**src/hdl/t35enc_pkg.sv**
```systemverilog
`default_nettype none
// ----------------------------------------------------------------------------
// t35enc_pkg
// types, codes and constant bytes shared by the T.35 unit encapsulator
// ----------------------------------------------------------------------------
package t35enc_pkg;

  localparam int BYTE_W        = 8;
  localparam int PAYLOAD_LEN_W = 10;
  localparam int APB_ADDR_W    = 3;
  localparam int APB_DATA_W    = 32;
  localparam int START_IDX_W   = 3;

  localparam logic [START_IDX_W-1:0] START_IDX_LAST = 3'd5;

  // register word index on the apb port
  localparam logic REG_CODEC_SELECT = 1'b0;

  localparam int SEI_NUT       = 39;
  localparam int OBU_META_KIND = 5;

  localparam logic [BYTE_W-1:0] NAL_HDR_0     = BYTE_W'(SEI_NUT << 1);
  localparam logic [BYTE_W-1:0] NAL_HDR_1     = 8'h01;
  localparam logic [BYTE_W-1:0] SEI_TYPE_T35  = 8'h04;
  localparam logic [BYTE_W-1:0] META_TYPE_T35 = 8'h04;
  localparam logic [BYTE_W-1:0] OBU_HDR       = BYTE_W'((OBU_META_KIND << 3) | 2);
  localparam logic [BYTE_W-1:0] TRAILER       = 8'h80;
  localparam logic [BYTE_W-1:0] EPB           = 8'h03;
  localparam logic [BYTE_W-1:0] FF_BYTE       = 8'hFF;
  localparam logic [BYTE_W-1:0] ZERO_BYTE     = 8'h00;
  localparam logic [BYTE_W-1:0] ONE_BYTE      = 8'h01;

  typedef enum logic [3:0] {
    OP_NONE,
    OP_LOAD,
    OP_START,
    OP_TYPE,
    OP_SIZE,
    OP_OBU,
    OP_LEB,
    OP_META,
    OP_EPB,
    OP_DATA,
    OP_TRAIL
  } op_t;

  typedef struct packed {
    op_t                    op;
    logic [START_IDX_W-1:0] idx;
  } cmd_t;

  typedef struct packed {
    logic out_free;
    logic inside_unit;
    logic codec;
    logic len_ge_ff;
    logic leb_more;
    logic need_epb;
    logic last;
  } status_t;

  // start code and nal header bytes of a prefix sei nal unit
  function automatic logic [BYTE_W-1:0] hevc_start_byte(input logic [START_IDX_W-1:0] idx);
    logic [BYTE_W-1:0] b;
    unique case (idx)
      3'd0, 3'd1, 3'd2: b = ZERO_BYTE;
      3'd3:             b = ONE_BYTE;
      3'd4:             b = NAL_HDR_0;
      3'd5:             b = NAL_HDR_1;
      default:          b = ZERO_BYTE;
    endcase
    return b;
  endfunction

endpackage : t35enc_pkg
`default_nettype wire

```
**src/hdl/t35enc_if.sv**
```systemverilog
`default_nettype none
// ----------------------------------------------------------------------------
// t35enc_in_if / t35enc_out_if
// valid/ready channels for payload bytes in and encapsulated bytes out
// ----------------------------------------------------------------------------
interface t35enc_in_if;
  import t35enc_pkg::*;

  logic                     valid;
  logic                     ready;
  logic [BYTE_W-1:0]        data_byte;
  logic                     unit_last;
  logic [PAYLOAD_LEN_W-1:0] payload_length;

  modport source (output valid, data_byte, unit_last, payload_length, input ready);
  modport sink   (input valid, data_byte, unit_last, payload_length, output ready);
endinterface : t35enc_in_if

interface t35enc_out_if;
  import t35enc_pkg::*;

  logic              valid;
  logic              ready;
  logic [BYTE_W-1:0] out_byte;
  logic              run_last;
  logic              unit_end;

  modport source (output valid, out_byte, run_last, unit_end, input ready);
  modport sink   (input valid, out_byte, run_last, unit_end, output ready);
endinterface : t35enc_out_if
`default_nettype wire

```
**src/hdl/t35enc_ctrl.sv**
```systemverilog
`default_nettype none
// ----------------------------------------------------------------------------
// t35enc_ctrl
// sequencer that walks header, escape, payload and trailer bytes of a unit
// ----------------------------------------------------------------------------
module t35enc_ctrl (
  input  wire logic                clk,
  input  wire logic                rst,
  input  wire logic                in_valid,
  output logic                     in_ready,
  input  wire t35enc_pkg::status_t status,
  output t35enc_pkg::cmd_t         cmd
);
  import t35enc_pkg::*;

  typedef enum logic [3:0] {
    S_IDLE,
    S_START,
    S_TYPE,
    S_SIZE,
    S_OBU,
    S_LEB,
    S_META,
    S_DATA,
    S_TRAIL
  } state_t;

  state_t                 state;
  logic [START_IDX_W-1:0] idx;
  logic                   go;

  assign go       = status.out_free;
  assign in_ready = (state == S_IDLE);

  always_comb begin
    cmd.op  = OP_NONE;
    cmd.idx = idx;
    unique case (state)
      S_IDLE:  if (in_valid) cmd.op = OP_LOAD;
      S_START: if (go) cmd.op = OP_START;
      S_TYPE:  if (go) cmd.op = OP_TYPE;
      S_SIZE:  if (go) cmd.op = OP_SIZE;
      S_OBU:   if (go) cmd.op = OP_OBU;
      S_LEB:   if (go) cmd.op = OP_LEB;
      S_META:  if (go) cmd.op = OP_META;
      S_DATA:  if (go) cmd.op = status.need_epb ? OP_EPB : OP_DATA;
      S_TRAIL: if (go) cmd.op = OP_TRAIL;
      default: cmd.op = OP_NONE;
    endcase
  end

  always_ff @(posedge clk) begin
    if (rst) begin
      state <= S_IDLE;
      idx   <= '0;
    end else begin
      unique case (state)
        S_IDLE: begin
          if (in_valid) begin
            idx <= '0;
            priority if (status.inside_unit) state <= S_DATA;
            else if (status.codec)           state <= S_OBU;
            else                             state <= S_START;
          end
        end
        S_START: begin
          if (go) begin
            if (idx == START_IDX_LAST) state <= S_TYPE;
            else idx <= idx + START_IDX_W'(1);
          end
        end
        S_TYPE: if (go) state <= S_SIZE;
        S_SIZE: if (go && !status.len_ge_ff) state <= S_DATA;
        S_OBU:  if (go) state <= S_LEB;
        S_LEB:  if (go && !status.leb_more) state <= S_META;
        S_META: if (go) state <= S_DATA;
        S_DATA: begin
          if (go && !status.need_epb) state <= status.last ? S_TRAIL : S_IDLE;
        end
        S_TRAIL: if (go) state <= S_IDLE;
        default: state <= S_IDLE;
      endcase
    end
  end

endmodule : t35enc_ctrl
`default_nettype wire

```
**src/hdl/t35enc_dp.sv**
```systemverilog
`default_nettype none
// ----------------------------------------------------------------------------
// t35enc_dp
// item registers, size counters, zero-run tracking and the output word register
// ----------------------------------------------------------------------------
module t35enc_dp #(
  parameter int MAX_PAYLOAD = 1023
) (
  input  wire logic                                 clk,
  input  wire logic                                 rst,
  input  wire t35enc_pkg::cmd_t                     cmd,
  output t35enc_pkg::status_t                       status,
  input  wire logic                                 codec_select,
  input  wire logic [t35enc_pkg::BYTE_W-1:0]        data_byte,
  input  wire logic                                 unit_last,
  input  wire logic [t35enc_pkg::PAYLOAD_LEN_W-1:0] payload_length,
  output logic                                      out_valid,
  input  wire logic                                 out_ready,
  output logic [t35enc_pkg::BYTE_W-1:0]             out_byte,
  output logic                                      run_last,
  output logic                                      unit_end
);
  import t35enc_pkg::*;

  localparam int LEN_W = $clog2(MAX_PAYLOAD + 1);
  localparam int SAT_W = (LEN_W > PAYLOAD_LEN_W) ? LEN_W : PAYLOAD_LEN_W;
  localparam int CMP_W = LEN_W + BYTE_W;
  localparam int LEB_W = $clog2(MAX_PAYLOAD + 3);

  logic [BYTE_W-1:0] data_q;
  logic              last_q;
  logic [LEN_W-1:0]  len;
  logic [LEB_W-1:0]  leb;
  logic [1:0]        zero_count;
  logic              inside_unit;

  logic [SAT_W-1:0]  len_ext;
  logic [LEN_W-1:0]  len_sat;
  logic              len_ge_ff;
  logic              leb_more;
  logic              need_epb;
  logic              emit;
  logic [BYTE_W-1:0] leb_byte;
  logic [BYTE_W-1:0] out_byte_next;
  logic              run_last_next;
  logic              unit_end_next;

  assign len_ext   = SAT_W'(payload_length);
  assign len_sat   = (len_ext > SAT_W'(MAX_PAYLOAD)) ? LEN_W'(MAX_PAYLOAD) : LEN_W'(len_ext);
  assign len_ge_ff = CMP_W'(len) >= CMP_W'(FF_BYTE);
  assign leb_more  = (leb >> 7) != '0;
  assign leb_byte  = {leb_more, 7'(leb)};
  assign need_epb  = !codec_select && (zero_count == 2'd2) && (data_q[BYTE_W-1:2] == '0);
  assign emit      = (cmd.op != OP_NONE) && (cmd.op != OP_LOAD);

  always_comb begin
    status.out_free    = !out_valid || out_ready;
    status.inside_unit = inside_unit;
    status.codec       = codec_select;
    status.len_ge_ff   = len_ge_ff;
    status.leb_more    = leb_more;
    status.need_epb    = need_epb;
    status.last        = last_q;
  end

  // next output word
  always_comb begin
    run_last_next = 1'b0;
    unit_end_next = 1'b0;
    unique case (cmd.op)
      OP_START: out_byte_next = hevc_start_byte(cmd.idx);
      OP_TYPE:  out_byte_next = SEI_TYPE_T35;
      OP_SIZE:  out_byte_next = len_ge_ff ? FF_BYTE : BYTE_W'(len);
      OP_OBU:   out_byte_next = OBU_HDR;
      OP_LEB:   out_byte_next = leb_byte;
      OP_META:  out_byte_next = META_TYPE_T35;
      OP_EPB:   out_byte_next = EPB;
      OP_DATA: begin
        out_byte_next = data_q;
        run_last_next = !last_q;
      end
      OP_TRAIL: begin
        out_byte_next = TRAILER;
        run_last_next = 1'b1;
        unit_end_next = 1'b1;
      end
      default: out_byte_next = out_byte;
    endcase
  end

  // control state
  always_ff @(posedge clk) begin
    if (rst) begin
      out_valid   <= 1'b0;
      zero_count  <= '0;
      inside_unit <= 1'b0;
    end else begin
      if (emit) out_valid <= 1'b1;
      else if (out_ready) out_valid <= 1'b0;
      unique case (cmd.op)
        OP_START, OP_TYPE, OP_OBU, OP_META, OP_EPB, OP_TRAIL: zero_count <= '0;
        OP_SIZE: zero_count <= (!len_ge_ff && len == '0) ? 2'd1 : 2'd0;
        OP_DATA: begin
          if (codec_select || data_q != ZERO_BYTE) zero_count <= '0;
          else zero_count <= zero_count + 2'd1;
        end
        default: zero_count <= zero_count;
      endcase
      if (cmd.op == OP_DATA) inside_unit <= !last_q;
    end
  end

  // payload
  always_ff @(posedge clk) begin
    unique case (cmd.op)
      OP_LOAD: begin
        data_q <= data_byte;
        last_q <= unit_last;
        len    <= len_sat;
        leb    <= LEB_W'(len_sat) + LEB_W'(2);
      end
      OP_SIZE: if (len_ge_ff) len <= LEN_W'(CMP_W'(len) - CMP_W'(FF_BYTE));
      OP_LEB:  leb <= leb >> 7;
      default: begin
      end
    endcase

    if (emit) begin
      out_byte <= out_byte_next;
      run_last <= run_last_next;
      unit_end <= unit_end_next;
    end
  end

endmodule : t35enc_dp
`default_nettype wire

```
**src/hdl/t35_metadata_unit_encapsulator_top.sv**
```systemverilog
`default_nettype none
// ----------------------------------------------------------------------------
// t35_metadata_unit_encapsulator_top
// wraps T.35 payload bytes as an HEVC prefix SEI NAL unit or an AV1 metadata OBU
// ----------------------------------------------------------------------------
// One payload word is taken at a time: the word is loaded, then its byte is sent,
// with an emulation-prevention byte before it where needed and the trailer after
// the last word of a unit, and the first word of a unit is preceded by its
// header (HEVC: 7 words plus one per 255 of length plus one; AV1: 2 words plus
// the leb128 size bytes). The sequencer emits one word per cycle into a single
// output register while the output side keeps ready high. codec_select lives at
// byte address 0 of the APB port and is read afresh for every payload word.
module t35_metadata_unit_encapsulator_top #(
  parameter int MAX_PAYLOAD = 1023
) (
  input  wire logic                                   clk,
  input  wire logic                                   rst,
  t35enc_in_if.sink                                   t35,
  t35enc_out_if.source                                unit,
  input  wire logic                                   psel,
  input  wire logic                                   penable,
  input  wire logic                                   pwrite,
  input  wire logic [t35enc_pkg::APB_ADDR_W-1:0]      paddr,
  input  wire logic [t35enc_pkg::APB_DATA_W-1:0]      pwdata,
  output logic [t35enc_pkg::APB_DATA_W-1:0]           prdata,
  output logic                                        pready
);
  import t35enc_pkg::*;

  logic    codec_select;
  cmd_t    cmd;
  status_t status;

  assign pready = 1'b1;
  assign prdata = (paddr[2] == REG_CODEC_SELECT) ? APB_DATA_W'(codec_select) : '0;

  always_ff @(posedge clk) begin
    if (rst) begin
      codec_select <= 1'b0;
    end else if (psel && penable && pwrite && pready && paddr[2] == REG_CODEC_SELECT) begin
      codec_select <= pwdata[0];
    end
  end

  t35enc_ctrl u_ctrl (
    .clk      (clk),
    .rst      (rst),
    .in_valid (t35.valid),
    .in_ready (t35.ready),
    .status   (status),
    .cmd      (cmd)
  );

  t35enc_dp #(
    .MAX_PAYLOAD (MAX_PAYLOAD)
  ) u_dp (
    .clk            (clk),
    .rst            (rst),
    .cmd            (cmd),
    .status         (status),
    .codec_select   (codec_select),
    .data_byte      (t35.data_byte),
    .unit_last      (t35.unit_last),
    .payload_length (t35.payload_length),
    .out_valid      (unit.valid),
    .out_ready      (unit.ready),
    .out_byte       (unit.out_byte),
    .run_last       (unit.run_last),
    .unit_end       (unit.unit_end)
  );

endmodule : t35_metadata_unit_encapsulator_top
`default_nettype wire

```
**src/flat_wrapper.sv**
```systemverilog
// flat-port wrapper written by rule: the top's interface ports become plain ports
module t35_metadata_unit_encapsulator_top_flat import t35enc_pkg::*;
#(
  parameter int MAX_PAYLOAD = 1023
)
  (clk, rst, psel, penable, pwrite, paddr, pwdata, prdata, pready, t35_valid, t35_data_byte, t35_unit_last, t35_payload_length, t35_ready, unit_valid, unit_out_byte, unit_run_last, unit_unit_end, unit_ready);
  t35enc_in_if t35_i ();
  t35enc_out_if unit_i ();
  input  wire logic clk;
  input  wire logic rst;
  input  wire logic psel;
  input  wire logic penable;
  input  wire logic pwrite;
  input  wire logic [t35enc_pkg::APB_ADDR_W-1:0] paddr;
  input  wire logic [t35enc_pkg::APB_DATA_W-1:0] pwdata;
  output logic [t35enc_pkg::APB_DATA_W-1:0] prdata;
  output logic pready;
  input wire logic [$bits(t35_i.valid)-1:0] t35_valid;
  input wire logic [$bits(t35_i.data_byte)-1:0] t35_data_byte;
  input wire logic [$bits(t35_i.unit_last)-1:0] t35_unit_last;
  input wire logic [$bits(t35_i.payload_length)-1:0] t35_payload_length;
  output wire logic [$bits(t35_i.ready)-1:0] t35_ready;
  output wire logic [$bits(unit_i.valid)-1:0] unit_valid;
  output wire logic [$bits(unit_i.out_byte)-1:0] unit_out_byte;
  output wire logic [$bits(unit_i.run_last)-1:0] unit_run_last;
  output wire logic [$bits(unit_i.unit_end)-1:0] unit_unit_end;
  input wire logic [$bits(unit_i.ready)-1:0] unit_ready;
  assign t35_i.valid = t35_valid;
  assign t35_i.data_byte = t35_data_byte;
  assign t35_i.unit_last = t35_unit_last;
  assign t35_i.payload_length = t35_payload_length;
  assign t35_ready = t35_i.ready;
  assign unit_valid = unit_i.valid;
  assign unit_out_byte = unit_i.out_byte;
  assign unit_run_last = unit_i.run_last;
  assign unit_unit_end = unit_i.unit_end;
  assign unit_i.ready = unit_ready;
  t35_metadata_unit_encapsulator_top #(.MAX_PAYLOAD(MAX_PAYLOAD)) u_core (.clk(clk), .rst(rst), .t35(t35_i), .unit(unit_i), .psel(psel), .penable(penable), .pwrite(pwrite), .paddr(paddr), .pwdata(pwdata), .prdata(prdata), .pready(pready));
endmodule
```
**config.mk**
```make
export PLATFORM = sky130hd
export DESIGN_NAME = t35_metadata_unit_encapsulator_top_flat
export DESIGN_NICKNAME = d
export VERILOG_FILES = /design/src/hdl/t35enc_pkg.sv /design/src/hdl/t35enc_if.sv /design/src/hdl/t35enc_ctrl.sv /design/src/hdl/t35enc_dp.sv /design/src/hdl/t35_metadata_unit_encapsulator_top.sv /design/src/flat_wrapper.sv
export SDC_FILE = /design/constraint.sdc
export NUM_CORES = 1
export LEC_CHECK = 0
export ABC_AREA = 1
export BUFFER_PORTS_ARGS = -buffer_cell sky130_fd_sc_hd__buf_2
export CAP_MARGIN = 20
export CORE_MARGIN = 2
export CORE_UTILIZATION = 40
export CTS_BUF_LIST = sky130_fd_sc_hd__clkbuf_8
export DETAILED_ROUTE_END_ITERATION = 6
export GPL_ROUTABILITY_DRIVEN = 1
export PLACE_DENSITY = 0.63
export SYNTH_ARGS = -nofsm -noshare
export SYNTH_HDL_FRONTEND = slang
export SYNTH_HIERARCHICAL = 1
export SYNTH_SLANG_ARGS = --single-unit
```
**constraint.sdc**
```tcl
create_clock -name clk -period 4.4 [get_ports clk]
set_input_delay 0.66 -clock clk [delete_from_list [all_inputs] [get_ports clk]]
set_output_delay 0.66 -clock clk [all_outputs]
set_load 0.02 [all_outputs]
```
---- Word-level counts from Yosys, hierarchy flattened ----
Cells that the tools add are included.
word-level totals
  input bits .............................. 61
  logic and storage cells ................. 136
  bits in registers ....................... 52
operators by class
  add/sub/neg operators ................... 4
  equal/unequal tests ..................... 35
  reduce and logical (&&, ||, !) cells .... 37
  mux-type cells .......................... 44
  bitwise operators ....................... 1
  magnitude comparators ................... 2
operators with widths
  operator                                               number
  case mux 4 bit (9 select lines)                        2
  case mux 8 bit (8 select lines)                        1
  two-way mux 4 bit                                      13
  == test 4 x 3 -> 1 bit (second input constant)         8
  two-way mux 3 bit                                      9
  != test 2 bit (second input constant)                  12
  case mux 11 bit (2 select lines)                       1
  two-way mux 10 bit                                     2
  case mux 10 bit (2 select lines)                       1
  == test 4 x 2 -> 1 bit (second input constant)         4
  == test 4 bit (second input constant)                  4
  nonzero test 8 bit                                     2
  case mux 7 bit (2 select lines)                        1
  adder 10 x 2 -> 11 bit (second input constant)         1
  nonzero test 11 bit                                    1
  >= comparator 10 x 8 -> 1 bit (second input constant)  1
  > comparator 10 bit (second input constant)            1
  logical AND 1 bit                                      10
  zero test 10 bit                                       1
  AND reduction 10 bit                                   1
  subtractor 10 x 8 -> 10 bit (second input constant)    1
  == test 4 x 1 -> 1 bit (second input constant)         2
  two-way mux 8 bit                                      1
  nonzero test 2 bit                                     4
  other kinds (22)                                       39

---- Logic depth before layout (Yosys ltp) ----
  depth after elaboration ................. 10
  gate-level depth with buffers ........... 15
  gate-level depth less buffers ........... 15

---- Cells and area by module ----
Netlist, hierarchy kept.
by module, submodules not included
  module                              area an instance (sq um)  instances  cells each
  t35enc_dp                           2,484.9                   1          302
  t35enc_ctrl                         675.6                     1          110
  t35_metadata_unit_encapsulator_top  317.8                     1          47

---- Worst setup path after synthesis ----
OpenSTA, ideal clock, no wires.
  path type ............................... input to register
  from .................................... input port unit_ready
  to ...................................... register u_core.u_dp.leb[0] (enable)
  slack ................................... 1,190 ps
  stages on the path ...................... 11
  setup time .............................. 345 ps
  buffers on the path ..................... 0
  arrival ................................. 2,865 ps
  required time ........................... 4,055 ps
  cell sequence ........................... inv_1 -> nand2_1 -> inv_2 -> or2_0 -> o311ai_0 -> inv_1 -> nor2_1 -> inv_1 -> nor2_1 -> inv_1 -> nand2_1
RTL lines
  element                 RTL line            text
  start: declaration      flat_wrapper.sv:27  input wire logic [$bits(unit_i.ready)-1:0] unit_ready;
  end signal: assignment  t35enc_dp.sv:120    leb <= LEB_W'(len_sat) + LEB_W'(2);
  end signal: assignment  t35enc_dp.sv:123    OP_LEB: leb <= leb >> 7;
  end: declaration        t35enc_dp.sv:33     logic [LEB_W-1:0] leb;

==> impl_metrics.yaml <==
timing:
  max_slew_margin: 0.3254
  hold_violations: 0
  drv_slew: 0
  tns_ns: 0
  setup_viol_count_final: 0
  fin_crit_ns: 3.020
  finalCritPeriodShare: 0.6864
  max_freq_ghz: 0.3311
  grt_setup_unrepaired: "no"
  skew_ns: 0.008866
  tightest_slew_ns: 1.001
logic_synthesis:
  synth-warning-count: 6
  synth_edf_count: 40
  synth_top_family_by_area: "simple AND/OR/NAND/NOR gates"
  synthSimpleGateAreaFrac: 0.3223
  yosys.area_share.adder: 0.01799
  synth_xor_area_frac: 0.005036
  synthArstFlopShare: 0
  yosys_most_used_dff: "edfxtp_1"
  synthMuxAreaShare: 0
  synth-seq-area-share: 0.4144
  syn_inst: 459
  synth_area_um2: 3478
  synth.distinct_cells: 40
  yosys_register_bits: 52
  synth.avg_cell_area_um2: 7.578
  synth_compound_area_frac: 0.07806
setup_path:
  regToRegStartpoint: "u_core/u_dp/out_valid"
  cp_num_buf_inv: 7
  arrival_ns: 2.97
  rr_worst_depth: 11
  startpoint_type: "primary input"
  cp_common_cell: "inv_1"
  crit_fanout: 10
  cp_slowest_cell: "o311ai_0"
  crit_path_end_kind: "register"
  crit_family: "simple AND/OR/NAND/NOR gates"
  reg2reg_to: "u_core/u_dp/len[9]"
  critical_path_class: "primary input to register"
  required_ns: 4.35
  critPathMaxStageDelay_ns: 0.50
  path_cells: "buf_2 -> inv_1 -> nand2_1 -> inv_2 -> or2_0 -> o311ai_0 -> buf_4 -> inv_1 -> nor2_1 -> inv_1 -> nor2_1 -> inv_1 -> nand2_1"
  reg2reg_setup_slack_ns: 1.51
pwr:
  switching_power_mw: 1.136
  pwr-share-clk: 0.128
  p_leak_nw: 1.785
  p_sw_frac: 0.4522
  internal_power_mw: 1.377
  ir_drop_uv: 333.1
  p_comb_frac: 0.473
  p_per_area_nw_per_um2: 672.0
  pwr-share-seq: 0.399
cells_and_area:
  final_common_cell: "nand2_1"
  num-fill-cells: 884
  antenna_cells: 0
  final_net_count: 563
  syn_to_final_growth_pct: 7.518
  layout_common_cells: "114 x nand2_1, 66 x nor2_1, 53 x inv_1, 40 x buf_2, 40 x edfxtp_1"
  layout-drive-gt1-share: 0.1747
  post-route-cell-area_um2: 3740
detailed_routing:
  first_pass_iters: 5
  drc: 0
  wire_per_inst_um: 12.13
  drt_iter0_markers: 225
  via_per_inst: 4.751
  totalWireLength_um: 7348
  num_vias: 2879
  detail-route-antenna-nets: 0
die:
  initial_core_util: 0.4048
  die_area_um2: 9458
  ioPinCount: 106
  fp.dieH_um: 97.25
  fp-row-count: 34
  coreArea_um2: 8593
  die_w_um: 97.25
cts:
  cts_tree: "yes"
  ctsHoldBuffers: 0
  cts_buffers: 5
  cts_setup_buffers: 0
  insertion_delay_ns: 0.30
  cts_resized: 0
  htreeDepth: 2
  cts.reportedPaths.clkPinSlew_ns: 0.10
  clock-sinks: 52
  clock-root-buffer: "clkbuf_8"
  clock_path_buffers: 2
worst_hold_path:
  min_path_cells: 2
  min_from: "u_core/u_dp/zero_count[1]"
  hp-class: "register to register"
  whs_endpoint: "u_core/u_dp/zero_count[1]"
global_route:
  gr-total-overflow: 0
  grt_usage: 0.1532
  grt_pass1_wl_um: 11910
  grt_max_degree: 18
  antenna_found_initial: 0
  grt_pass1_vias: 2565
job:
  max-cap-violations: 0
place:
  hpwl_um: 5807
  io_buffers: 40
  place_area_um2: 3628
  place.gp.congestion: 0.8797
status:
  outcome: "finished, final reports clean"
==> state kept, by name, indices dropped and copies added (netlist names) <==
register                 count
u_core/u_dp/unit_end         1
u_core/u_dp/inside_unit      1
u_core/u_ctrl/idx            3
u_core/u_dp/data_q           8
u_core/u_ctrl/state          4
u_core/u_dp/out_valid        1
u_core/u_dp/out_byte         8
u_core/u_dp/run_last         1
u_core/u_dp/len             10
u_core/u_dp/leb             11
u_core/u_dp/zero_count       2
u_core/u_dp/last_q           1
u_core/codec_select          1
==> cells in the mapped netlist, types with 2 or more instances <==
cell       instances  area (µm²)
nand2_1          114       427.9
nor2_1            66       247.7
inv_1             53       198.9
edfxtp_1          40        1201
buf_4             38       285.3
nand3_1           29       145.1
o21ai_0           17       85.08
dfxtp_1           12       240.2
inv_2             11       41.29
a21oi_1            8       40.04
nor2_4             8       90.09
nand2_2            7       43.79
o21ai_1            7       35.03
nor2_2             6       37.54
ha_1               5       62.56
nor3_1             4       20.02
nand4_1            3       18.77
o22ai_1            3       18.77
o31ai_1            3       22.52
buf_6              2       22.52
conb_1             2       7.510
nand3b_1           2       15.01
o2111ai_1          2       17.52
==> power by group through the flow <==
stage / sequential [mW] / combinational, mW / clock, mW
6_report: 1.00 / 1.19 / 0.323
5_1_grt: 1.03 / 1.34 / 0.352
4_1_cts: 1.00 / 1.19 / 0.335
3_5_place_dp: 1.01 / 1.18 / 0
3_3_place_gp: 1.01 / 1.16 / 0
2_1_floorplan: 1.04 / 0.877 / 0
==> tightest hold or removal path: stages (launching register included) <==
cell,delay (ns)
dfxtp_1,0.33
nand3_1,0.07
a21oi_1,0.06
==> routing by layer <==
metal | GRT usage | vias up | wire length [µm]
li1 | - | 1472 | -
met1 | 0.2140 | 1315 | 3566
met2 | 0.2441 | 86 | 3321
met3 | 0.03165 | 6 | 369
met4 | 0.03953 | 0 | 91
met5 | 0 | - | 0
==> per-stage QoR <==
step,power (mW),setup WS (ns),util,hold slack (ns),cells
final,2.513,1.380,0.4352,0.4922,606
after detailed placement,2.193,1.130,0.4222,0.4829,598
after CTS,2.524,1.444,0.4352,0.4969,606
after global routing,2.728,1.129,0.4352,0.5166,606
after floorplan,1.912,1.190,-,0.4391,489
after global placement,2.174,1.084,0.4222,0.4765,598
==> cell families (layout without fill, tap and decap cells) <==
group,count (synthesis),in the layout
simple gates,247,247
other cells,2,32
xor+xnor,2,2
compound gates,45,45
fa+ha+maj,5,5
flops,52,52
buf+inv,106,115
==> cell type report <==
cell class	count	area (µm²)	area share
Clock buffer	5	68.82	0.01840
Sequential cell	52	1441	0.3854
Timing Repair Buffer	42	215.2	0.05754
Clock inverter	3	42.54	0.01138
Tap cell	108	135.1	0.03613
Multi-Input combinational cell	331	1593	0.4259
Inverter	65	244.0	0.06524
==> worst max path at each step <==
stage	from	endpoint	slack [ns]	cells after the start
4_1_cts	unit_ready	u_core/u_dp/len[1]	1.44	13
3_3_place_gp	unit_ready	u_core/u_dp/len[6]	1.08	13
3_5_place_dp	unit_ready	u_core/u_dp/len[5]	1.13	13
2_1_floorplan	unit_ready	u_core/u_dp/leb[0]	1.19	11
6_report	unit_ready	u_core/u_dp/len[9]	1.38	13
5_1_grt	unit_ready	u_core/u_dp/len[6]	1.13	13
(Power assumes the default switching activity.)
